[src/design/max_independent_set_search_defines.svh]
// assertion macros for the independent set search block
`ifndef MAX_INDEPENDENT_SET_SEARCH_DEFINES_SVH
`define MAX_INDEPENDENT_SET_SEARCH_DEFINES_SVH

// same-cycle implication, sampled on clk and disabled during reset
`define MIS_ASSERT_NOW(lbl, ante, cons, msg) \
  lbl: assert property (@(posedge clk) disable iff (!rst_n) (ante) |-> (cons)) \
    else $error(msg);

// next-cycle implication, sampled on clk and disabled during reset
`define MIS_ASSERT_NEXT(lbl, ante, cons, msg) \
  lbl: assert property (@(posedge clk) disable iff (!rst_n) (ante) |=> (cons)) \
    else $error(msg);

`endif

[src/design/mis_pkg.sv]
// shared types and constants for the independent set search block
`timescale 1ns / 1ps

package mis_pkg;

  localparam int MAX_VERTICES_DEF = 32;
  localparam int VERT_W           = 6;
  localparam int SIZE_W           = 6;
  localparam int MASK_W           = 32;
  localparam logic [VERT_W-1:0] VCOUNT_RESET = 6'd32;

  typedef enum logic [2:0] {
    S_IDLE,
    S_CNT0,
    S_CNT1,
    S_CHECK,
    S_RET,
    S_RESTORE,
    S_DONE
  } srch_state_t;

  typedef struct packed {
    logic              en;
    logic [VERT_W-1:0] u;
    logic [VERT_W-1:0] v;
  } adj_wr_t;

endpackage

[src/design/mis_adj.sv]
// adjacency matrix: symmetric edge insert, one row read, synchronous clear
`timescale 1ns / 1ps

module mis_adj #(
  parameter int MAX_VERTICES = mis_pkg::MAX_VERTICES_DEF,
  parameter int VW           = $clog2(MAX_VERTICES)
) (
  input  logic                    clk,
  input  logic                    rst_n,
  input  mis_pkg::adj_wr_t        wr_i,
  input  logic                    clr_i,
  input  logic [VW-1:0]           rd_idx_i,
  output logic [MAX_VERTICES-1:0] rd_row_o
);
  import mis_pkg::*;

  logic [MAX_VERTICES-1:0] adj_r [MAX_VERTICES];

  always_ff @(posedge clk) begin
    if (!rst_n || clr_i) begin
      adj_r <= '{default: '0};
    end else if (wr_i.en) begin
      adj_r[wr_i.u[VW-1:0]][wr_i.v[VW-1:0]] <= 1'b1;
      adj_r[wr_i.v[VW-1:0]][wr_i.u[VW-1:0]] <= 1'b1;
    end
  end

  assign rd_row_o = adj_r[rd_idx_i];

endmodule

[src/design/mis_popcnt.sv]
// two-stage population count: per-byte counts, then their sum
`timescale 1ns / 1ps

module mis_popcnt #(
  parameter int W  = mis_pkg::MAX_VERTICES_DEF,
  parameter int CW = $clog2(W + 1)
) (
  input  logic          clk,
  input  logic [W-1:0]  vec_i,
  output logic [CW-1:0] cnt_o
);
  import mis_pkg::*;

  localparam int NB = (W + 7) / 8;
  localparam int PW = NB * 8;

  logic [PW-1:0] pad;
  logic [3:0]    byte_cnt     [NB];
  logic [3:0]    byte_cnt_r   [NB];
  logic [CW-1:0] sum_nxt;
  logic [CW-1:0] cnt_r;

  assign pad = PW'(vec_i);

  always_comb begin
    for (int b = 0; b < NB; b++) begin
      byte_cnt[b] = '0;
      for (int k = 0; k < 8; k++) begin
        byte_cnt[b] = byte_cnt[b] + 4'(pad[b*8+k]);
      end
    end
  end

  always_comb begin
    sum_nxt = '0;
    for (int b = 0; b < NB; b++) begin
      sum_nxt = sum_nxt + CW'(byte_cnt_r[b]);
    end
  end

  always_ff @(posedge clk) begin
    byte_cnt_r <= byte_cnt;
    cnt_r      <= sum_nxt;
  end

  assign cnt_o = cnt_r;

endmodule

[src/design/mis_stack.sv]
// search frame memory: one write and one registered read per cycle
`timescale 1ns / 1ps

module mis_stack #(
  parameter int DEPTH = mis_pkg::MAX_VERTICES_DEF,
  parameter int DW    = 38,
  parameter int AW    = $clog2(DEPTH)
) (
  input  logic          clk,
  input  logic          we_i,
  input  logic [AW-1:0] waddr_i,
  input  logic [DW-1:0] wdata_i,
  input  logic [AW-1:0] raddr_i,
  output logic [DW-1:0] rdata_o
);
  import mis_pkg::*;

  logic [DW-1:0] mem_r [DEPTH];
  logic [DW-1:0] rdata_r;

  always_ff @(posedge clk) begin
    if (we_i) begin
      mem_r[waddr_i] <= wdata_i;
    end
    rdata_r <= mem_r[raddr_i];
  end

  assign rdata_o = rdata_r;

endmodule

[src/design/mis_search.sv]
// depth-first branch and bound sequencer around the shared bit counter
`timescale 1ns / 1ps
`include "max_independent_set_search_defines.svh"

module mis_search #(
  parameter int MAX_VERTICES = mis_pkg::MAX_VERTICES_DEF,
  parameter int VW           = $clog2(MAX_VERTICES),
  parameter int IW           = $clog2(MAX_VERTICES + 1)
) (
  input  logic                    clk,
  input  logic                    rst_n,
  input  logic                    start_i,
  input  logic [IW-1:0]           n_i,
  input  logic [MAX_VERTICES-1:0] adj_row_i,
  output logic [VW-1:0]           adj_idx_o,
  output logic                    adj_clr_o,
  output logic                    busy_o,
  output logic                    done_o,
  output logic [MAX_VERTICES-1:0] best_set_o,
  output logic [IW-1:0]           best_cnt_o
);
  import mis_pkg::*;

  localparam int CW = IW;
  localparam int SW = CW + MAX_VERTICES;

  srch_state_t state_r, state_nxt;

  logic [IW-1:0]           idx_r;
  logic [CW-1:0]           count_r;
  logic [MAX_VERTICES-1:0] cand_r;
  logic [MAX_VERTICES-1:0] cur_r;
  logic [MAX_VERTICES-1:0] excl_r;
  logic [MAX_VERTICES-1:0] best_set_r;
  logic [CW-1:0]           best_cnt_r;
  logic [IW-1:0]           n_r;

  logic [CW-1:0]           pc;
  logic [MAX_VERTICES-1:0] low_mask;
  logic [MAX_VERTICES-1:0] bit_sel;
  logic [MAX_VERTICES-1:0] p_bit;
  logic [IW-1:0]           p_idx;
  logic [CW:0]             bound_sum;
  logic                    prune;
  logic                    leaf;
  logic                    incl_ok;
  logic                    st_we;
  logic [SW-1:0]           st_rdata;
  logic [CW-1:0]           st_count;
  logic [MAX_VERTICES-1:0] st_cand;

  mis_popcnt #(
    .W  (MAX_VERTICES),
    .CW (CW)
  ) u_popcnt (
    .clk   (clk),
    .vec_i (cand_r),
    .cnt_o (pc)
  );

  mis_stack #(
    .DEPTH (MAX_VERTICES),
    .DW    (SW),
    .AW    (VW)
  ) u_stack (
    .clk     (clk),
    .we_i    (st_we),
    .waddr_i (idx_r[VW-1:0]),
    .wdata_i ({count_r, cand_r}),
    .raddr_i (p_idx[VW-1:0]),
    .rdata_o (st_rdata)
  );

  assign st_count = st_rdata[SW-1:MAX_VERTICES];
  assign st_cand  = st_rdata[MAX_VERTICES-1:0];

  always_comb begin
    for (int i = 0; i < MAX_VERTICES; i++) begin
      low_mask[i] = (IW'(i) < n_i);
    end
  end

  assign bit_sel   = MAX_VERTICES'(1) << idx_r[VW-1:0];
  assign p_idx     = idx_r - IW'(1);
  assign p_bit     = MAX_VERTICES'(1) << p_idx[VW-1:0];
  assign bound_sum = (CW+1)'(count_r) + (CW+1)'(pc);
  // a subtree that cannot beat the best strictly is skipped
  assign prune     = bound_sum <= (CW+1)'(best_cnt_r);
  assign leaf      = idx_r >= n_r;
  assign incl_ok   = |(cand_r & bit_sel);
  assign st_we     = (state_r == S_CHECK) && !prune && !leaf && incl_ok;
  assign adj_idx_o = idx_r[VW-1:0];

  always_comb begin
    state_nxt = state_r;
    unique case (state_r)
      S_IDLE:    if (start_i) state_nxt = S_CNT0;
      S_CNT0:    state_nxt = S_CNT1;
      S_CNT1:    state_nxt = S_CHECK;
      S_CHECK:   state_nxt = (prune || leaf) ? S_RET : S_CNT0;
      S_RET: begin
        priority if (idx_r == '0) state_nxt = S_DONE;
        else if (excl_r[p_idx[VW-1:0]]) state_nxt = S_RET;
        else state_nxt = S_RESTORE;
      end
      S_RESTORE: state_nxt = S_CNT0;
      S_DONE:    state_nxt = S_IDLE;
      default:   state_nxt = S_IDLE;
    endcase
  end

  always_comb begin
    busy_o    = (state_r != S_IDLE);
    done_o    = (state_r == S_DONE);
    adj_clr_o = (state_r == S_DONE);
  end

  always_ff @(posedge clk) begin
    if (!rst_n) begin
      state_r <= S_IDLE;
    end else begin
      state_r <= state_nxt;
    end
  end

  always_ff @(posedge clk) begin
    if (!rst_n) begin
      idx_r  <= '0;
      cur_r  <= '0;
      excl_r <= '0;
      n_r    <= '0;
    end else begin
      unique case (state_r)
        S_IDLE: begin
          if (start_i) begin
            idx_r      <= '0;
            count_r    <= '0;
            cand_r     <= low_mask;
            cur_r      <= '0;
            excl_r     <= '0;
            best_set_r <= '0;
            best_cnt_r <= '0;
            n_r        <= n_i;
          end
        end
        S_CHECK: begin
          if (!prune) begin
            if (leaf) begin
              best_cnt_r <= count_r;
              best_set_r <= cur_r;
            end else if (incl_ok) begin
              // include branch first, frame saved for the exclude pass
              cur_r   <= cur_r | bit_sel;
              excl_r  <= excl_r & ~bit_sel;
              cand_r  <= cand_r & ~bit_sel & ~adj_row_i;
              count_r <= count_r + CW'(1);
              idx_r   <= idx_r + IW'(1);
            end else begin
              excl_r <= excl_r | bit_sel;
              cand_r <= cand_r & ~bit_sel;
              idx_r  <= idx_r + IW'(1);
            end
          end
        end
        S_RET: begin
          if (idx_r != '0) begin
            idx_r <= p_idx;
            if (excl_r[p_idx[VW-1:0]]) begin
              excl_r <= excl_r & ~p_bit;
            end
          end
        end
        S_RESTORE: begin
          // parent frame now takes its exclude branch
          cur_r   <= cur_r & ~bit_sel;
          excl_r  <= excl_r | bit_sel;
          cand_r  <= st_cand & ~bit_sel;
          count_r <= st_count;
          idx_r   <= idx_r + IW'(1);
        end
        S_CNT0, S_CNT1, S_DONE: begin
        end
        default: begin
        end
      endcase
    end
  end

  assign best_set_o = best_set_r;
  assign best_cnt_o = best_cnt_r;

  `MIS_ASSERT_NOW(a_start_idle, start_i, state_r == S_IDLE, "search started while busy")
  `MIS_ASSERT_NOW(a_path_disjoint, 1'b1, (cur_r & excl_r) == '0, "vertex both in and out")
  `MIS_ASSERT_NOW(a_idx_range, state_r != S_IDLE, idx_r <= n_r, "depth beyond vertex count")
  `MIS_ASSERT_NOW(a_best_count, state_r == S_DONE, $countones(best_set_r) == int'(best_cnt_r), "best count mismatch")
  `MIS_ASSERT_NEXT(a_done_pulse, state_r == S_DONE, state_r == S_IDLE, "result strobe too long")

endmodule

[src/design/max_independent_set_search.sv]
// top level: edge loading, vertex count register and maximum independent set search
// a last beat starts the search: each node checked passes S_CNT0, S_CNT1 and S_CHECK while
// the registered counter settles; each backtrack step and exclude restore has its own state
// throughput: one edge beat per cycle; busy holds off input for the whole search, result
// strobe out_valid is high one cycle and cannot be stalled; sync active-low reset, count 32
`timescale 1ns / 1ps

module max_independent_set_search #(
  parameter int MAX_VERTICES = mis_pkg::MAX_VERTICES_DEF
) (
  input  logic                        clk,
  input  logic                        rst_n,
  input  logic                        start,
  output logic                        busy,
  input  logic [mis_pkg::VERT_W-1:0]  in_vertex_u,
  input  logic [mis_pkg::VERT_W-1:0]  in_vertex_v,
  input  logic                        in_edge_present,
  input  logic                        in_last_item,
  output logic                        out_valid,
  output logic [mis_pkg::SIZE_W-1:0]  out_set_size,
  output logic [mis_pkg::MASK_W-1:0]  out_member_mask,
  input  logic                        cfg_valid,
  output logic                        cfg_ready,
  input  logic [mis_pkg::VERT_W-1:0]  cfg_vertex_count
);
  import mis_pkg::*;

  localparam int VW = $clog2(MAX_VERTICES);
  localparam int IW = $clog2(MAX_VERTICES + 1);

  logic [VERT_W-1:0]       vcount_r;
  logic [6:0]              vc_ext;
  logic [6:0]              n_ext;
  logic                    accept;
  adj_wr_t                 adj_wr;
  logic                    adj_clr;
  logic [VW-1:0]           adj_idx;
  logic [MAX_VERTICES-1:0] adj_row;
  logic                    srch_busy;
  logic                    srch_done;
  logic [MAX_VERTICES-1:0] best_set;
  logic [IW-1:0]           best_cnt;
  logic [6:0]              cnt_ext;
  logic [63:0]             set_ext;

  assign cfg_ready = !srch_busy;

  always_ff @(posedge clk) begin
    if (!rst_n) begin
      vcount_r <= VCOUNT_RESET;
    end else if (cfg_valid && cfg_ready) begin
      vcount_r <= cfg_vertex_count;
    end
  end

  assign vc_ext = 7'(vcount_r);
  assign n_ext  = (vc_ext > 7'(MAX_VERTICES)) ? 7'(MAX_VERTICES) : vc_ext;
  assign accept = start && !srch_busy;

  // self-loops and endpoints past the active count are dropped
  always_comb begin
    adj_wr.en = accept && in_edge_present && (in_vertex_u != in_vertex_v)
                && (7'(in_vertex_u) < n_ext) && (7'(in_vertex_v) < n_ext);
    adj_wr.u  = in_vertex_u;
    adj_wr.v  = in_vertex_v;
  end

  mis_adj #(
    .MAX_VERTICES (MAX_VERTICES),
    .VW           (VW)
  ) u_adj (
    .clk      (clk),
    .rst_n    (rst_n),
    .wr_i     (adj_wr),
    .clr_i    (adj_clr),
    .rd_idx_i (adj_idx),
    .rd_row_o (adj_row)
  );

  mis_search #(
    .MAX_VERTICES (MAX_VERTICES),
    .VW           (VW),
    .IW           (IW)
  ) u_search (
    .clk        (clk),
    .rst_n      (rst_n),
    .start_i    (accept && in_last_item),
    .n_i        (IW'(n_ext)),
    .adj_row_i  (adj_row),
    .adj_idx_o  (adj_idx),
    .adj_clr_o  (adj_clr),
    .busy_o     (srch_busy),
    .done_o     (srch_done),
    .best_set_o (best_set),
    .best_cnt_o (best_cnt)
  );

  assign busy      = srch_busy;
  assign out_valid = srch_done;

  assign cnt_ext         = 7'(best_cnt);
  assign out_set_size    = (cnt_ext > 7'd63) ? 6'd63 : cnt_ext[5:0];
  assign set_ext         = 64'(best_set);
  assign out_member_mask = set_ext[MASK_W-1:0];

endmodule
[config.mk]
export PLATFORM = sky130hd
export DESIGN_NAME = max_independent_set_search
export DESIGN_NICKNAME = d
export VERILOG_FILES = /design/src/design/mis_pkg.sv /design/src/design/mis_adj.sv /design/src/design/mis_popcnt.sv /design/src/design/mis_stack.sv /design/src/design/mis_search.sv /design/src/design/max_independent_set_search.sv
export VERILOG_INCLUDE_DIRS = /design/src /design/src/design
export SDC_FILE = /design/constraint.sdc
export NUM_CORES = 2
export LEC_CHECK = 0
export ABC_AREA = 0
export BUFFER_PORTS_ARGS = -buffer_cell sky130_fd_sc_hd__buf_4
export CAP_MARGIN = 40
export CORE_MARGIN = 2
export CORE_UTILIZATION = 30
export DETAILED_ROUTE_END_ITERATION = 8
export GPL_TIMING_DRIVEN = 1
export PLACE_DENSITY = 0.47
export REMOVE_ABC_BUFFERS = 1
export SYNTH_ARGS = -nofsm -noshare
export SYNTH_HDL_FRONTEND = slang
export SYNTH_HIERARCHICAL = 1
export SYNTH_SLANG_ARGS = --single-unit
[constraint.sdc]
create_clock -name clk -period 7.1 [get_ports clk]
set_clock_uncertainty 0.15 [all_clocks]
set_input_delay 0 -clock clk [delete_from_list [all_inputs] [get_ports clk]]
set_output_delay 0 -clock clk [all_outputs]
set_load 0.01 [all_outputs]
==> flow_summary.toml <==
[timing]
fin_crit_sh_pct = 79.1
fmax_ghz = 0.178
finalSetupTns_ns = 0
fin_hold_ws_ns = 0.130
worst_slew_pin_slew_ns = 1.09
hold_viol = 0
grt_setup_unrepaired = "no"
slew_headroom_pct = 27.2
slew_viol_final = 0
final-setup-viol-count = 0
fin_crit_ns = 5.62

[logic_synthesis]
ys_warn_count = 6
synthTopCellsByArea = "edfxtp_1 38%, dfxtp_1 23%, mux2i_1 11%"
synthDistinctLibCells = 97
synth_seq_area_share_pct = 61.2
syn_area_mm2 = 0.102
synth_flop_cell = "edfxtp_1"
yosysTopAreaCellShare_pct = 38.1
ys_ff_latch = 2461
postSynth.asyncResetShare_pct = 0
avgSynthCellArea_um2 = 12.5
synth_edf_count = 1292
syn_inst = 8110
synth.largest_area_cell = "edfxtp_1"

[floorplan]
start_util_pct = 30.2
core_area_mm2 = 0.337
rows = 213
ios = 65
dieWidth_um = 586
die_area_mm2 = 0.344
die_h_um = 586

[global_route]
grt_pass1_wl_mm = 496
track_usage_pct = 19.6
antenna_found_initial = 12
grt_overflow_total = 0
first_global_vias = 67911
grt_max_degree = 185

[place]
io_buffer_count = 64
dp_hpwl_mm = 211
gp_congestion = 0.881

[min_path]
min_to = "vcount_r[5]"
hold-path-cell-count = 4
worstHoldStart = "cfg_valid"
hold_class = "in -> reg"

[worst_setup_path]
slowest_delay_ns = 0.70
cp_slowest_cell = "or3b_2"
r2r_slack_ns = 1.48
cp_max_fo = 37
worst-endpoint-arrival_ns = 5.99
end_kind = "flip-flop"
cp-start-kind = "flip-flop"
worst-setup-path-type = "reg -> reg"
reg2regPathDepth = 19
rr_startpoint = "u_search/count_r[0]"
critical_path.cell_chain = "buf_4, ha_1, inv_1, fa_1, inv_1, a21o_1, a21oi_1, xnor2_1, ha_1, nand3_1, a21oi_1, o22ai_1, a21oi_1, buf_4, o211ai_4, inv_2, or3b_2, nor2_4, buf_4"
required_ns = 7.47
r2r_end = "u_search/u_stack/mem_r[24][13]"

[status]
outcome = "finished, final reports clean"

[cts]
clockBufferDepth = 4
post-cts-setup-buffer-count = 0
htreeDepth = 5
cts_tree = "done"
postCtsHoldBufs = 50
cts_buffers = 280
ctsResizeCount = 0
clkTransAtPathRegs_ns = 0.06
clock-root-buffer = "clkbuf_16"
cts_sinks = 2461
clk_latency_ns = 0.91

[drt]
finalWirelength_mm = 346
routed-wl-met2_mm = 164
drtIter0Drc = 5806
drtPass1Iterations = 6
antenna_left = 0
via_count = 68840
wl_met1_mm = 152
drt-wirelength-per-cell_um = 27.0
drc = 0
route.top_layer_used = "met5"
wl_met3_mm = 17.1
routed_via_density = 5.37

[finish]
final_cell_mix = "1,292 x edfxtp_1, 1,167 x dfxtp_1, 1,132 x mux2i_1"
nets = 8185
drive_above_1_share_pct = 9.87
area_delta_synth_final_pct = 14.9
final_common_cell = "edfxtp_1"

[power]
ir_drop_v = 0.000324
powerDensity_mw_per_mm2 = 350
power.leakage_nw = 42.2

[flow_run]
drv_cap = 0
==> per-layer routing <==
metal  GRT usage [%]  up-vias
met5               0        -
met4            6.52        4
met3            2.51      571
met2            32.7     2049
met1            26.2    35514
li1                -    30702
==> cells in the mapped netlist, types with 15 or more instances <==
library cell  instances
fa_1                 25
o21ai_0              31
mux2i_1            1132
o2bb2ai_1            15
o21a_1             1015
edfxtp_1           1292
a22oi_1             215
dfxtp_1            1169
o22ai_1             482
buf_6                27
buf_2               189
nor2_1              181
inv_1                79
nand3_1             253
a31oi_1              87
clkbuf_1            346
nand2b_1             22
xnor2_1              15
and2_1               51
nor2b_1              36
buf_1                52
nor3_1               84
buf_4                58
a22o_1              142
nand2_1             449
a21oi_1             315
a311o_1              20
a2bb2oi_1            16
ha_1                 55
o31a_1               21
==> how the worst max path moves through the flow <==
stage	from	end	slack [ns]
global placement	u_search/count_r[0]	u_search/u_stack/mem_r[18][13]	1.40
finish	u_search/count_r[0]	u_search/u_stack/mem_r[24][13]	1.48
global route	u_search/count_r[0]	u_search/u_stack/mem_r[24][12]	1.21
floorplan	u_search/state_r[0]	u_adj/adj_r[193]	-28.17
detailed placement	u_search/count_r[0]	u_search/u_stack/mem_r[24][13]	1.58
CTS	u_search/count_r[0]	u_search/u_stack/mem_r[24][7]	1.56
==> area by class of cell <==
type / count / area (um^2)
clock buffers: 410 / 8030
flip-flops and latches: 2461 / 62200
fillers: 33056 / 220000
inverters: 82 / 315
clock inverters: 89 / 778
multi-input cells: 4883 / 36200
diodes: 9 / 22.5
well taps: 4515 / 5650
repair buffers: 373 / 3690
==> cell families (layout without fill, tap and decap cells) <==
| logic type | count (synthesis) | count (layout) | synth area share (%) |
|---|---|---|---|
| multiplexers | 1146 | 1146 | 11.4 |
| AO/OA/AOI/OAI | 2478 | 2478 | 17.2 |
| buffers and inverters | 766 | 954 | 3.58 |
| adder cells (fa/ha/maj) | 80 | 80 | 1.17 |
| XOR/XNOR | 23 | 23 | 0.205 |
| other | 0 | 9 | 0 |
| flip-flops | 2461 | 2461 | 61.2 |
| AND/OR/NAND/NOR | 1156 | 1156 | 5.25 |
==> flip-flops by register name, indices dropped and copies added, names as in the netlist, 16 cells and up <==
| signal | flops |
|---|---|
| u_search/u_stack/mem_r | 1216 |
| u_adj/adj_r | 1024 |
| u_search/u_stack/rdata_o | 38 |
| u_search/best_set_o | 32 |
| u_search/cand_r | 32 |
| u_search/cur_r | 32 |
| u_search/excl_r | 32 |
| u_search/u_popcnt/byte_cnt_r | 16 |
==> metrics by stage <==
stage | setup WS, ns | area [um^2] | cells | util [%] | power, W
detailed placement | 1.58 | 108000 | 12264 | 31.9 | 0.0271
global placement | 1.40 | 107000 | 12235 | 31.7 | 0.0269
floorplan | -28.17 | 98400 | 7426 | - | 0.0230
CTS | 1.56 | 117000 | 12813 | 34.7 | 0.0412
global route | 1.21 | 117000 | 12815 | 34.7 | 0.0424
finish | 1.48 | 117000 | 12822 | 34.7 | 0.0409
==> critical path, delay by kind of cell (launching register included) <==
kind,cells,cell delay [ns]
and+or+nand+nor,3,1.16
DFF,1,0.32
xor gates and xnor gates,1,0.13
adders and majority gates,3,0.95
AOI/OAI and AO/OA,6,0.99
buffers and inverters,6,1.48
==> where the power goes <==
| part | internal, W | switching (W) |
|---|---|---|
| logic | 0.00340 | 0.00772 |
| registers | 0.0154 | 0.000298 |
| clock network | 0.00818 | 0.00588 |
Power figures use the tool's default switching activity.
